===== src/hw/rtl/rpa_pkg.sv =====
package rpa_pkg;

  // Fixed field widths
  localparam int PAGE_W     = 15;
  localparam int END_W      = 16;
  localparam int CFG_DATA_W = 16;
  localparam int CNT_OUT_W  = 16;
  localparam int STATUS_W   = 3;

  typedef enum logic [1:0] {
    OP_ALLOC   = 2'd0,
    OP_FREE    = 2'd1,
    OP_ADD_REF = 2'd2,
    OP_SPLIT   = 2'd3
  } op_e;

  typedef enum logic [STATUS_W-1:0] {
    STS_OK       = 3'd0,
    STS_NO_PAGE  = 3'd1,
    STS_RANGE    = 3'd2,
    STS_NOT_OWN  = 3'd3,
    STS_OVERFLOW = 3'd4
  } status_e;

  typedef enum logic {
    CFG_FIRST_PAGE = 1'b0,
    CFG_END_PAGE   = 1'b1
  } cfg_e;

  typedef enum logic {
    FSM_IDLE = 1'b0,
    FSM_EXEC = 1'b1
  } fsm_e;

  // Port strobes of a single-port memory
  typedef struct packed {
    logic rd_en;
    logic wr_en;
  } mem_ctl_t;

endpackage


===== src/hw/rtl/rpa_ctrl.sv =====
// Request sequencer: issues memory reads, then modifies and writes back.
module rpa_ctrl #(
  parameter int PAGES      = 32768,
  parameter int COUNT_BITS = 16,
  localparam int AW        = (PAGES > 1) ? $clog2(PAGES) : 1,
  localparam int DW        = $clog2(PAGES + 1),
  localparam int EW        = (DW > rpa_pkg::END_W) ? DW : rpa_pkg::END_W
) (
  input  logic                             clk_i,
  input  logic                             rst_ni,
  // request channel
  input  logic                             start,
  output logic                             busy,
  input  logic [1:0]                       op_i,
  input  logic [rpa_pkg::PAGE_W-1:0]       page_index_i,
  // configuration
  input  logic                             cfg_valid_i,
  output logic                             cfg_ready_o,
  input  logic                             cfg_index_i,
  input  logic [rpa_pkg::CFG_DATA_W-1:0]   cfg_data_i,
  // results
  output logic                             done_o,
  output logic [rpa_pkg::STATUS_W-1:0]     status_o,
  output logic [rpa_pkg::PAGE_W-1:0]       alloc_page_o,
  output logic                             page_released_o,
  output logic                             sole_owner_o,
  output logic [rpa_pkg::CNT_OUT_W-1:0]    ref_count_o,
  // count memory
  input  logic                             cnt_ready_i,
  output rpa_pkg::mem_ctl_t                cnt_ctl_o,
  output logic [AW-1:0]                    cnt_addr_o,
  output logic [COUNT_BITS-1:0]            cnt_wdata_o,
  input  logic [COUNT_BITS-1:0]            cnt_rdata_i,
  // stack memory
  output rpa_pkg::mem_ctl_t                stk_ctl_o,
  output logic [AW-1:0]                    stk_addr_o,
  output logic [AW-1:0]                    stk_wdata_o,
  input  logic [AW-1:0]                    stk_rdata_i
);

  rpa_pkg::fsm_e state_q, state_d;

  logic                           exec;
  logic                           accept;
  rpa_pkg::op_e                   op_q;
  logic [AW-1:0]                  page_q;
  logic                           inr_q, inr;
  logic [rpa_pkg::PAGE_W-1:0]     first_q;
  logic [rpa_pkg::END_W-1:0]      end_q;
  logic [DW-1:0]                  depth_q, depth_d;
  logic [DW-1:0]                  fresh_q, fresh_d;
  logic [EW-1:0]                  end_ext, eff_end, pool;

  // result registers
  logic                           done_q;
  rpa_pkg::status_e               status_q, status_d;
  logic [AW-1:0]                  apage_q, apage_d;
  logic                           rel_q, rel_d;
  logic                           sole_q, sole_d;
  logic [COUNT_BITS-1:0]          cnt_q, cnt_d;

  // write-back strobes of the execute cycle
  logic                           cnt_wr, stk_wr;
  logic [AW-1:0]                  cnt_waddr;
  logic [COUNT_BITS-1:0]          cnt_wval;
  logic [COUNT_BITS-1:0]          c;

  // Next state
  always_comb begin
    state_d = state_q;
    unique case (state_q)
      rpa_pkg::FSM_IDLE: begin
        if (accept) state_d = rpa_pkg::FSM_EXEC;
      end
      rpa_pkg::FSM_EXEC: state_d = rpa_pkg::FSM_IDLE;
      default:           state_d = rpa_pkg::FSM_IDLE;
    endcase
  end

  // FSM outputs
  always_comb begin
    exec = 1'b0;
    busy = !cnt_ready_i;
    unique case (state_q)
      rpa_pkg::FSM_IDLE: ;
      rpa_pkg::FSM_EXEC: begin
        exec = 1'b1;
        busy = 1'b1;
      end
      default: busy = 1'b1;
    endcase
  end

  assign accept = start && !busy;

  // Usable range, clipped to the memory size
  always_comb begin
    end_ext = EW'(end_q);
    eff_end = (end_ext > EW'(PAGES)) ? EW'(PAGES) : end_ext;
    pool    = (eff_end > EW'(first_q)) ? eff_end - EW'(first_q) : '0;
    inr     = (page_index_i >= first_q) && (EW'(page_index_i) < eff_end);
  end

  // Execute: modify what the memories returned
  always_comb begin
    c         = cnt_rdata_i;
    status_d  = rpa_pkg::STS_OK;
    apage_d   = '0;
    rel_d     = 1'b0;
    sole_d    = 1'b0;
    cnt_d     = '0;
    cnt_wr    = 1'b0;
    cnt_waddr = page_q;
    cnt_wval  = '0;
    stk_wr    = 1'b0;
    depth_d   = depth_q;
    fresh_d   = fresh_q;
    if (op_q == rpa_pkg::OP_ALLOC) begin
      if (depth_q != '0) begin
        apage_d = stk_rdata_i;
        depth_d = depth_q - DW'(1);
        cnt_wr  = 1'b1;
      end else if (EW'(fresh_q) < pool) begin
        apage_d = AW'(eff_end - EW'(1) - EW'(fresh_q));
        fresh_d = fresh_q + DW'(1);
        cnt_wr  = 1'b1;
      end else begin
        status_d = rpa_pkg::STS_NO_PAGE;
      end
      if (cnt_wr) begin
        cnt_waddr = apage_d;
        cnt_wval  = COUNT_BITS'(1);
        cnt_d     = COUNT_BITS'(1);
      end
    end else if (!inr_q) begin
      status_d = rpa_pkg::STS_RANGE;
    end else begin
      case (op_q)
        rpa_pkg::OP_FREE: begin
          if (c > COUNT_BITS'(1)) begin
            cnt_d    = c - COUNT_BITS'(1);
            cnt_wval = cnt_d;
            cnt_wr   = 1'b1;
          end else if (c == COUNT_BITS'(1)) begin
            cnt_wr = 1'b1;
            // last reference: back onto the stack unless it is full
            if (depth_q < DW'(PAGES)) begin
              stk_wr  = 1'b1;
              depth_d = depth_q + DW'(1);
              rel_d   = 1'b1;
            end
          end else begin
            status_d = rpa_pkg::STS_NOT_OWN;
          end
        end
        rpa_pkg::OP_ADD_REF: begin
          if (c == '1) begin
            status_d = rpa_pkg::STS_OVERFLOW;
            cnt_d    = c;
          end else begin
            cnt_d    = c + COUNT_BITS'(1);
            cnt_wval = cnt_d;
            cnt_wr   = 1'b1;
          end
        end
        rpa_pkg::OP_SPLIT: begin
          if (c == COUNT_BITS'(1)) begin
            sole_d = 1'b1;
            cnt_d  = c;
          end else if (c > COUNT_BITS'(1)) begin
            cnt_d    = c - COUNT_BITS'(1);
            cnt_wval = cnt_d;
            cnt_wr   = 1'b1;
          end else begin
            status_d = rpa_pkg::STS_NOT_OWN;
          end
        end
        default: ;
      endcase
    end
  end

  // Memory ports: reads at accept, writes during execute
  always_comb begin
    cnt_ctl_o.rd_en = accept && (op_i != rpa_pkg::OP_ALLOC) && inr;
    cnt_ctl_o.wr_en = exec && cnt_wr;
    cnt_addr_o      = exec ? cnt_waddr : AW'(page_index_i);
    cnt_wdata_o     = cnt_wval;
    stk_ctl_o.rd_en = accept && (op_i == rpa_pkg::OP_ALLOC) && (depth_q != '0);
    stk_ctl_o.wr_en = exec && stk_wr;
    stk_addr_o      = exec ? AW'(depth_q) : AW'(depth_q - DW'(1));
    stk_wdata_o     = page_q;
  end

  // Control state
  always_ff @(posedge clk_i or negedge rst_ni) begin
    if (!rst_ni) begin
      state_q <= rpa_pkg::FSM_IDLE;
      depth_q <= '0;
      fresh_q <= '0;
      done_q  <= 1'b0;
      first_q <= '0;
      end_q   <= rpa_pkg::END_W'(32768);
    end else begin
      state_q <= state_d;
      done_q  <= exec;
      if (exec) begin
        depth_q <= depth_d;
        fresh_q <= fresh_d;
      end
      if (cfg_valid_i && cfg_ready_o) begin
        unique case (rpa_pkg::cfg_e'(cfg_index_i))
          rpa_pkg::CFG_FIRST_PAGE: first_q <= cfg_data_i[rpa_pkg::PAGE_W-1:0];
          rpa_pkg::CFG_END_PAGE:   end_q   <= cfg_data_i;
          default: ;
        endcase
      end
    end
  end

  // Request and result payload
  always_ff @(posedge clk_i) begin
    if (accept) begin
      op_q   <= rpa_pkg::op_e'(op_i);
      page_q <= AW'(page_index_i);
      inr_q  <= inr;
    end
    if (exec) begin
      status_q <= status_d;
      apage_q  <= apage_d;
      rel_q    <= rel_d;
      sole_q   <= sole_d;
      cnt_q    <= cnt_d;
    end
  end

  assign cfg_ready_o     = 1'b1;
  assign done_o          = done_q;
  assign status_o        = status_q;
  assign alloc_page_o    = rpa_pkg::PAGE_W'(apage_q);
  assign page_released_o = rel_q;
  assign sole_owner_o    = sole_q;
  assign ref_count_o     = rpa_pkg::CNT_OUT_W'(cnt_q);

endmodule


===== config.mk =====
export PLATFORM = sky130hd
export DESIGN_NAME = rpa_ctrl
export DESIGN_NICKNAME = d
export VERILOG_FILES = /design/src/hw/rtl/rpa_pkg.sv /design/src/hw/rtl/rpa_ctrl.sv
export SDC_FILE = /design/constraint.sdc
export NUM_CORES = 1
export LEC_CHECK = 0
export BUFFER_PORTS_ARGS = -buffer_cell sky130_fd_sc_hd__buf_2
export CORE_MARGIN = 8
export CORE_UTILIZATION = 30
export CTS_BUF_LIST = sky130_fd_sc_hd__clkbuf_2
export DETAILED_ROUTE_END_ITERATION = 8
export GPL_TIMING_DRIVEN = 0
export SLEW_MARGIN = 0
export SYNTH_ARGS = -nofsm -noshare
export SYNTH_HDL_FRONTEND = slang
export SYNTH_SLANG_ARGS = --single-unit

===== constraint.sdc =====
create_clock -name clk_i -period 10.4 [get_ports clk_i]
set_input_delay 2.6 -clock clk_i [delete_from_list [all_inputs] [get_ports clk_i]]
set_output_delay 2.6 -clock clk_i [all_outputs]
set_load 0.005 [all_outputs]

==> impl_results.md, run 1 <==
* Pins Over Slew Limit at 0
* Hold-fix buffers, CTS at 0
* Sequential fraction of the synthesis area at 35.95%
* Final setup fails at 0
* Num ports at 174
* HPWL after DPL at 23.89 mm
* Reg2reg end: alloc_page_o[10]
* HP Class: register to register
* Worst-Margin Slew at 0.9387 ns
* Netlist cell types at 77
* Pre-CTS setup slack at 1.164 ns
* Signal arrival time at the worst endpoint at 7.18 ns
* RSZ-0062 raised after global routing: no
* Nets at 1361
* EDFF count, synth at 54
* Leak at 4.909 nW
* Outcome: finished, final reports clean
* Cells after Synth at 1022
* Area of the multi-input gates at 0.005313 mm2
* CTS Sinks at 119
* Clk buf depth at 2
* Initial DRC count at 591
* Final WS setup at 0.6166 ns
* YS warnings at 0
* CORE AREA at 0.02964 mm2
* H-tree Lvls at 4
* Max FO, Critical Path at 10
* Critical Path Start Type: register
* Placed cell count at 1580
* Total Routing Usage GR at 16.20%
* End point of the critical path: cnt_addr_o[10]
* Worst Setup Path Type: register to output pin
* Seq cells post-synth at 119
* Relative slew slack at 37.04%
* Layout Cells excl Fill at 1614
* Total grt overflow at 0
* TritonCTS Buffers at 17
* Mapped cell area at 0.009039 mm2
* MaxCap Viol Count at 0
* Fraction of layout instances using a drive strength above 1 at 21.44%
* Count of filler cells inserted in the layout at 3155
* Worst R2R Setup Slack at 4.03 ns
* Clk Latency, worst-skew pair at 0.78 ns
* GP Congestion at 0.8674
* Chip height at 189.6 um
* Drt drc at 0
* Clock root buffer: clkbuf_2
* Die width at 189.6 um
* FP Rows at 63
* CP startpoint: end_ext[15]
* Sequential cell area at 0.003251 mm2
* Wire per inst at 18.37 um
* CTS tree: built
* Async set-or-reset flop fraction in the synthesized netlist at 54.62%
* Most used DFF post-synth: dfrtp_1
* Largest net degree at the start of global routing at 66
* Reg2reg start: end_ext[15]
* Peak Freq at 102.2 MHz
* DR vias at 8305
* Clock transition at path regs at 0.22 ns
* Final TNS setup at 0 ns
* Layout Utilization at 36.01%
* First-pass GRT wire length at 45.86 mm
* Vias in the first global route at 8103
* Clock Skew at 0.06894 ns
* Initial antenna violation count at 2
* Area delta synth->final at 18.09%
* Port Buffer Count at 166
* Power per cell area at 157.6 mW/mm2
* Max VDD drop at 0.07350 mV
* Minimum period implied by the final worst setup slack at 9.783 ns
* Reg2Reg Depth at 22
* Synth Area per Inst at 8.844 um2
* Routed Antenna Nets at 0
* CP endpoint kind: output pin
* Syn nets at 1174
* Crit share post-route at 94.07%
* Fin. Hold Viols at 0
* WL final at 29.64 mm
* Die area at 0.03594 mm2
* Worst endpoint required time at 7.80 ns
* DRT Pass-1 Iters at 5
* Vias per inst at 5.146
* Starting Density at 30.50%
==> where the power goes <==
| group | leakage, nW | total, mW | internal [mW] | switching (mW) |
|---|---|---|---|---|
| logic | 3.41 | 0.747 | 0.307 | 0.440 |
| clock network | 0.158 | 0.353 | 0.122 | 0.231 |
| registers | 1.35 | 0.582 | 0.544 | 0.0382 |
| total | 4.91 | 1.68 | 0.973 | 0.710 |
==> worst max-delay path, stage by stage, from the launching register on <==
cell	delay [ns]
dfstp_2	0.44
inv_1	0.16
clkbuf_1	0.45
nand2_1	0.26
inv_1	0.19
ha_1	0.27
nor2b_1	0.14
o21a_1	0.17
o21ai_0	0.33
a21oi_1	0.22
a2111oi_1	0.70
o21bai_1	0.16
a21oi_1	0.22
mux2_2	0.37
ha_1	0.31
nand2_1	0.07
nor3_2	0.36
o21ai_0	0.24
a21o_1	0.26
and3_1	0.17
buf_2	0.20
a22oi_1	0.42
a31oi_1	0.15
buf_2	0.19
==> per-stage QoR <==
| stage | area, um2 | hold slack [ns] | power [mW] |
|---|---|---|---|
| after detailed placement | 10400 | 0.4710 | 1.337 |
| after floorplan | 9039 | 0.4480 | 1.089 |
| after global routing | 10670 | 0.5036 | 1.808 |
| after global placement | 10360 | 0.4742 | 1.319 |
| after CTS | 10660 | 0.4982 | 1.690 |
| final | 10670 | 0.4919 | 1.683 |
==> per-layer routing <==
metal | up-vias | part of all wire [%] | track usage [%]
met4 | 2 | 1.4 | 3.848
met2 | 277 | 46 | 26.11
met1 | 3957 | 46 | 21.88
met5 | - | 0.040 | 0
li1 | 4044 | - | -
met3 | 25 | 7.5 | 3.497
==> synth_stat cells, types with 3 or more instances <==
cell type  count  area share, %
a21oi_1       52            2.9
o21ai_0       45            2.5
inv_1         73            3.0
nor2_1        87            3.6
a211o_1        3           0.29
nor4_1        11           0.76
a21o_1        20            1.7
or2_2          7           0.48
a21boi_0       6           0.50
clkbuf_1      31            1.3
nand2b_1      17            1.2
xnor2_1       42            4.1
a31oi_1       13           0.90
ha_1          80             11
nand4_1       13           0.90
dfrtp_1       64             18
xor2_1        25            2.4
a211oi_1       9           0.75
a22oi_1       14            1.2
o211a_1        3           0.33
o221ai_1       5           0.48
o31ai_1        3           0.25
buf_6          3           0.37
mux2_2        19            2.4
nor2b_1       12           0.83
a31o_2         3           0.29
o21a_1        12            1.0
and2_1         3           0.21
buf_2          7           0.39
or4_1          6           0.50
a221oi_1       7           0.68
o221a_2        3           0.37
nand2_1      118            4.9
mux2i_1        3           0.33
nand3_1       29            1.6
and3_1         9           0.62
o21bai_1       5           0.42
o211ai_1       4           0.33
or3_1          8           0.55
o22ai_1       10           0.69
nor3_1        32            1.8
edfxtp_1      54             18
buf_4          3           0.25
o21ai_1        4           0.22
==> kinds of logic after synthesis <==
logic type               after synthesis  share of synthesized area, %
multiplexers                          23                         2.824
flip-flops                           119                         35.95
adder cells (fa/ha/maj)               82                         11.52
other                                  1                       0.04149
XOR/XNOR                              67                         6.492
buffers and inverters                118                         5.371
AND/OR/NAND/NOR                      373                         20.21
AO/OA/AOI/OAI                        239                         17.59
==> cell usage in the layout, fill, tap and decap left out, drive strengths merged, types with 14 or more instances in the layout <==
cell and n:
xnor2 42, nor2 88, a21oi 52, clkbuf 48, edfxtp 54, nand4 14, nand2 118, nand2b 17
nand3 29, mux2 20, xor2 25, a22oi 14, dfrtp 64, a21o 20, buf 182, o21ai 49
ha 80, nor3 34, inv 83
==> cell type report <==
class	instances	share of cell area, %
clock buffers	17	0.7971
flip-flops and latches	119	30.45
repair buffers	168	8.135
plain buffers	45	1.981
clock inverters	15	1.676
well taps	390	4.572
diodes	2	0.04689
multi-input cells	785	49.77
inverters	73	2.567
==> registers in the layout, indices dropped and copies added, names as in the netlist <==
signal and cells:
page_released_o 1, state_q 1, inr_q 1, alloc_page_o 15, ref_count_o 16, first_q 15
depth_q 16, done_o 1, status_o 3, stk_wdata_o 15, fresh_q 16, op_q 2
end_ext 16, sole_owner_o 1
==> worst min-delay path by stage <==
stage | startpoint | to | slack [ns] | cells after the start
after floorplan | fresh_q[15] | fresh_q[15] | 0.45 | 1
final | fresh_q[15] | fresh_q[15] | 0.49 | 1
after global placement | fresh_q[15] | fresh_q[15] | 0.47 | 1
after detailed placement | fresh_q[15] | fresh_q[15] | 0.47 | 1
after CTS | fresh_q[15] | fresh_q[15] | 0.50 | 1
after global routing | fresh_q[15] | fresh_q[15] | 0.50 | 1
==> timing repair <==
item	4_1_cts	5_1_grt
hold endpoints to repair	0	0
gates resized for setup	0	2
buffers inserted	0	0
endpoints found under the setup margin	0	9
Power figures use the tool's default switching activity.
==> run 2: changes to the inputs <==
- clock period: 10.4 -> 11.11 ns (I/O delays scaled with it)
==> impl_results.md, run 2 (synthesis gave the netlist of run 1 again) <==
* Starting Density at 30.50% (unchanged)
* Combinational Power Share at 44.3% (was 44.4%)
* Drt drc at 0 (unchanged)
* Clock Skew at 0.07081 ns (was 0.06894 ns)
* CORE AREA at 0.02964 mm2 (unchanged)
* Layout Utilization at 35.98% (was 36.01%)
* Clock transition at path regs at 0.22 ns (about the same)
* WP depth at 23 (unchanged)
* Design area at 0.01067 mm2 (about the same)
* Net Sw Power at 0.6623 mW (was 0.7097 mW)
* Reg2Reg Depth at 22 (unchanged)
* Max incr delay on CP at 0.84 ns (was 0.70 ns)
* TritonCTS Buffers at 17 (unchanged)
* RSZ-0062 raised after global routing: no (unchanged)
* Clock share of power at 21.0% (about the same)
* Critical path cell sequence: inv_1, clkbuf_1, nand2_1, inv_1, ha_1, nor2b_1, o21a_1, o21ai_0, a21oi_1, a2111oi_0, o21bai_1, a21oi_1, mux2_2, ha_1, nand2_1, nor3_1, o21ai_0, a21o_1, and3_1, buf_2, a22oi_1, a31oi_1, buf_2 (was inv_1, clkbuf_1, nand2_1, inv_1, ha_1, nor2b_1, o21a_1, o21ai_0, a21oi_1, a2111oi_1, o21bai_1, a21oi_1, mux2_2, ha_1, nand2_1, nor3_2, o21ai_0, a21o_1, and3_1, buf_2, a22oi_1, a31oi_1, buf_2)
* Chip height at 189.6 um (unchanged)
* H-tree Lvls at 4 (unchanged)
* Crit share post-route at 93.72%
* Critical Path Start Type: register (unchanged)
* Largest net degree at the start of global routing at 66 (unchanged)
* Final WS setup at 0.6979 ns (was 0.6166 ns)
* Worst R2R Setup Slack at 4.29 ns (was 4.03 ns)
* Final TNS setup at 0 ns (unchanged)
* Power per cell area at 147.4 mW/mm2 (was 157.6 mW/mm2)
* Vias per inst at 5.178 (was 5.146)
* Nets at 1361 (unchanged)
* Final Hold Slack at 0.4916 ns (was 0.4919 ns)
* Max FO, Critical Path at 10 (unchanged)
* Area delta synth->final at 18.00% (was 18.09%)
* Sequential power share at 34.7% (was 34.6%)
* End point of the critical path: cnt_addr_o[10] (unchanged)
* Peak Freq at 96.04 MHz
* Reg2reg start: end_ext[15] (unchanged)
* Most common cell after layout, fill and taps aside: buf_2 (unchanged)
* Post-CTS Setup Repair Bufs at 0 (unchanged)
* FP Rows at 63 (unchanged)
* MaxCap Viol Count at 0 (unchanged)
* Outcome: finished, final reports clean (unchanged)
* Placed inst area at 0.01040 mm2 (unchanged)
* HP Class: register to register (unchanged)
* Worst-Margin Slew at 1.003 ns (was 0.9387 ns)
* HPWL after DPL at 23.89 mm (unchanged)
* Pins Over Slew Limit at 0 (unchanged)
* Leak at 4.909 nW (about the same)
* Clk buf depth at 2 (unchanged)
* Initial antenna violation count at 2 (unchanged)
* Vias in the first global route at 8103 (unchanged)
* Relative slew slack at 32.76% (was 37.04%)
* CTS Sinks at 119 (unchanged)
* Worst Setup Path Type: register to output pin (unchanged)
* Num ports at 174 (unchanged)
* Routed Antenna Nets at 0 (unchanged)
* Delay-heaviest family, CP: compound AO/OA/AOI/OAI gates (unchanged)
* CP endpoint kind: output pin (unchanged)
* Reg2reg end: alloc_page_o[10] (unchanged)
* Sw Share at 42.13% (was 42.18%)
* Fin. Hold Viols at 0 (unchanged)
* WL final at 29.63 mm (was 29.64 mm)
* Final setup fails at 0 (unchanged)
* Port Buffer Count at 166 (unchanged)
* Most frequent cells in the layout: 172 x buf_2, 118 x nand2_1, 86 x nor2_1 (unchanged)
* Internal at 0.9099 mW (was 0.9728 mW)
* CTS tree: built (unchanged)
* Wire per inst at 18.37 um (about the same)
* Clock root buffer: clkbuf_2 (unchanged)
* Die area at 0.03594 mm2 (unchanged)
* DR vias at 8352 (was 8305)
* Slowest-stage cell, CP: a2111oi_0 (was a2111oi_1)
* WP buf/inv at 5 (unchanged)
* Worst endpoint required time at 8.33 ns (was 7.80 ns)
* Die width at 189.6 um (unchanged)
* Total grt overflow at 0 (unchanged)
* Hold-fix buffers, CTS at 0 (unchanged)
* Fraction of layout instances using a drive strength above 1 at 21.36% (was 21.44%)
* Pre-CTS setup slack at 1.697 ns (was 1.164 ns)
* Total Routing Usage GR at 16.20% (unchanged)
* Initial DRC count at 650 (was 591)
* Minimum period implied by the final worst setup slack at 10.41 ns
* First-pass GRT wire length at 45.86 mm (unchanged)
* Post-cts sizing count at 0 (unchanged)
* Clk Latency, worst-skew pair at 0.78 ns (about the same)
* CP startpoint: end_ext[15] (unchanged)
* Signal arrival time at the worst endpoint at 7.63 ns (was 7.18 ns)
* Max VDD drop at 0.06832 mV (was 0.07350 mV)
* DRT Pass-1 Iters at 5 (unchanged)
* GP Congestion at 0.8674 (unchanged)
-- run 2: cell types whose count changed in the layout (fill, tap and decap cells not counted), sizes merged --
| cell | delta |
|---|---|
| diode | -1 |
-- run 2: how the worst min path moves through the flow --
stage                      from          end  slack [ns]  cells past startpoint
floorplan           fresh_q[15]  fresh_q[15]        0.45                      1
global placement    fresh_q[15]  fresh_q[15]        0.47                      1
detailed placement  fresh_q[15]  fresh_q[15]        0.47                      1
CTS                 fresh_q[15]  fresh_q[15]        0.50                      1
global route        fresh_q[15]  fresh_q[15]        0.50                      1
finish              fresh_q[15]  fresh_q[15]        0.49                      1
-- run 2: layer usage --
layer  vias to the layer above  global-route usage [%]  part of all wire [%]
met3                        29                   3.497                   7.1
met2                       290                   26.11                    45
met1                      3983                   21.88                    46
li1                       4048                       -                     -
met4                         2                   3.848                   1.5
met5                         -                       0                 0.041
-- run 2: through the flow --
| stage | std cells | total power, mW |
|---|---|---|
| 6_report | 1613 | 1.572 |
| 4_1_cts | 1612 | 1.582 |
| 2_1_floorplan | 1022 | 1.020 |
| 3_5_place_dp | 1580 | 1.251 |
| 5_1_grt | 1613 | 1.689 |
| 3_3_place_gp | 1578 | 1.235 |
-- run 2: power groups by stage --
stage / clock network, mW / registers [mW] / logic, mW
after floorplan: 0 / 0.547 / 0.472
after global placement: 0 / 0.556 / 0.679
after detailed placement: 0 / 0.553 / 0.698
after CTS: 0.337 / 0.544 / 0.701
after global routing: 0.355 / 0.551 / 0.783
final: 0.330 / 0.545 / 0.697
-- run 2: layout make-up --
cell class                 count  area (um2)
timing repair buffer         168       868.3
multi-input combinational    785        5306
fill                        3156       18970
sequential                   119        3251
tap                          390       488.0
inverter                      73       274.0
clock inverter                15       178.9
buffer                        45       211.5
antenna                        1       2.502
clock buffer                  17       85.08
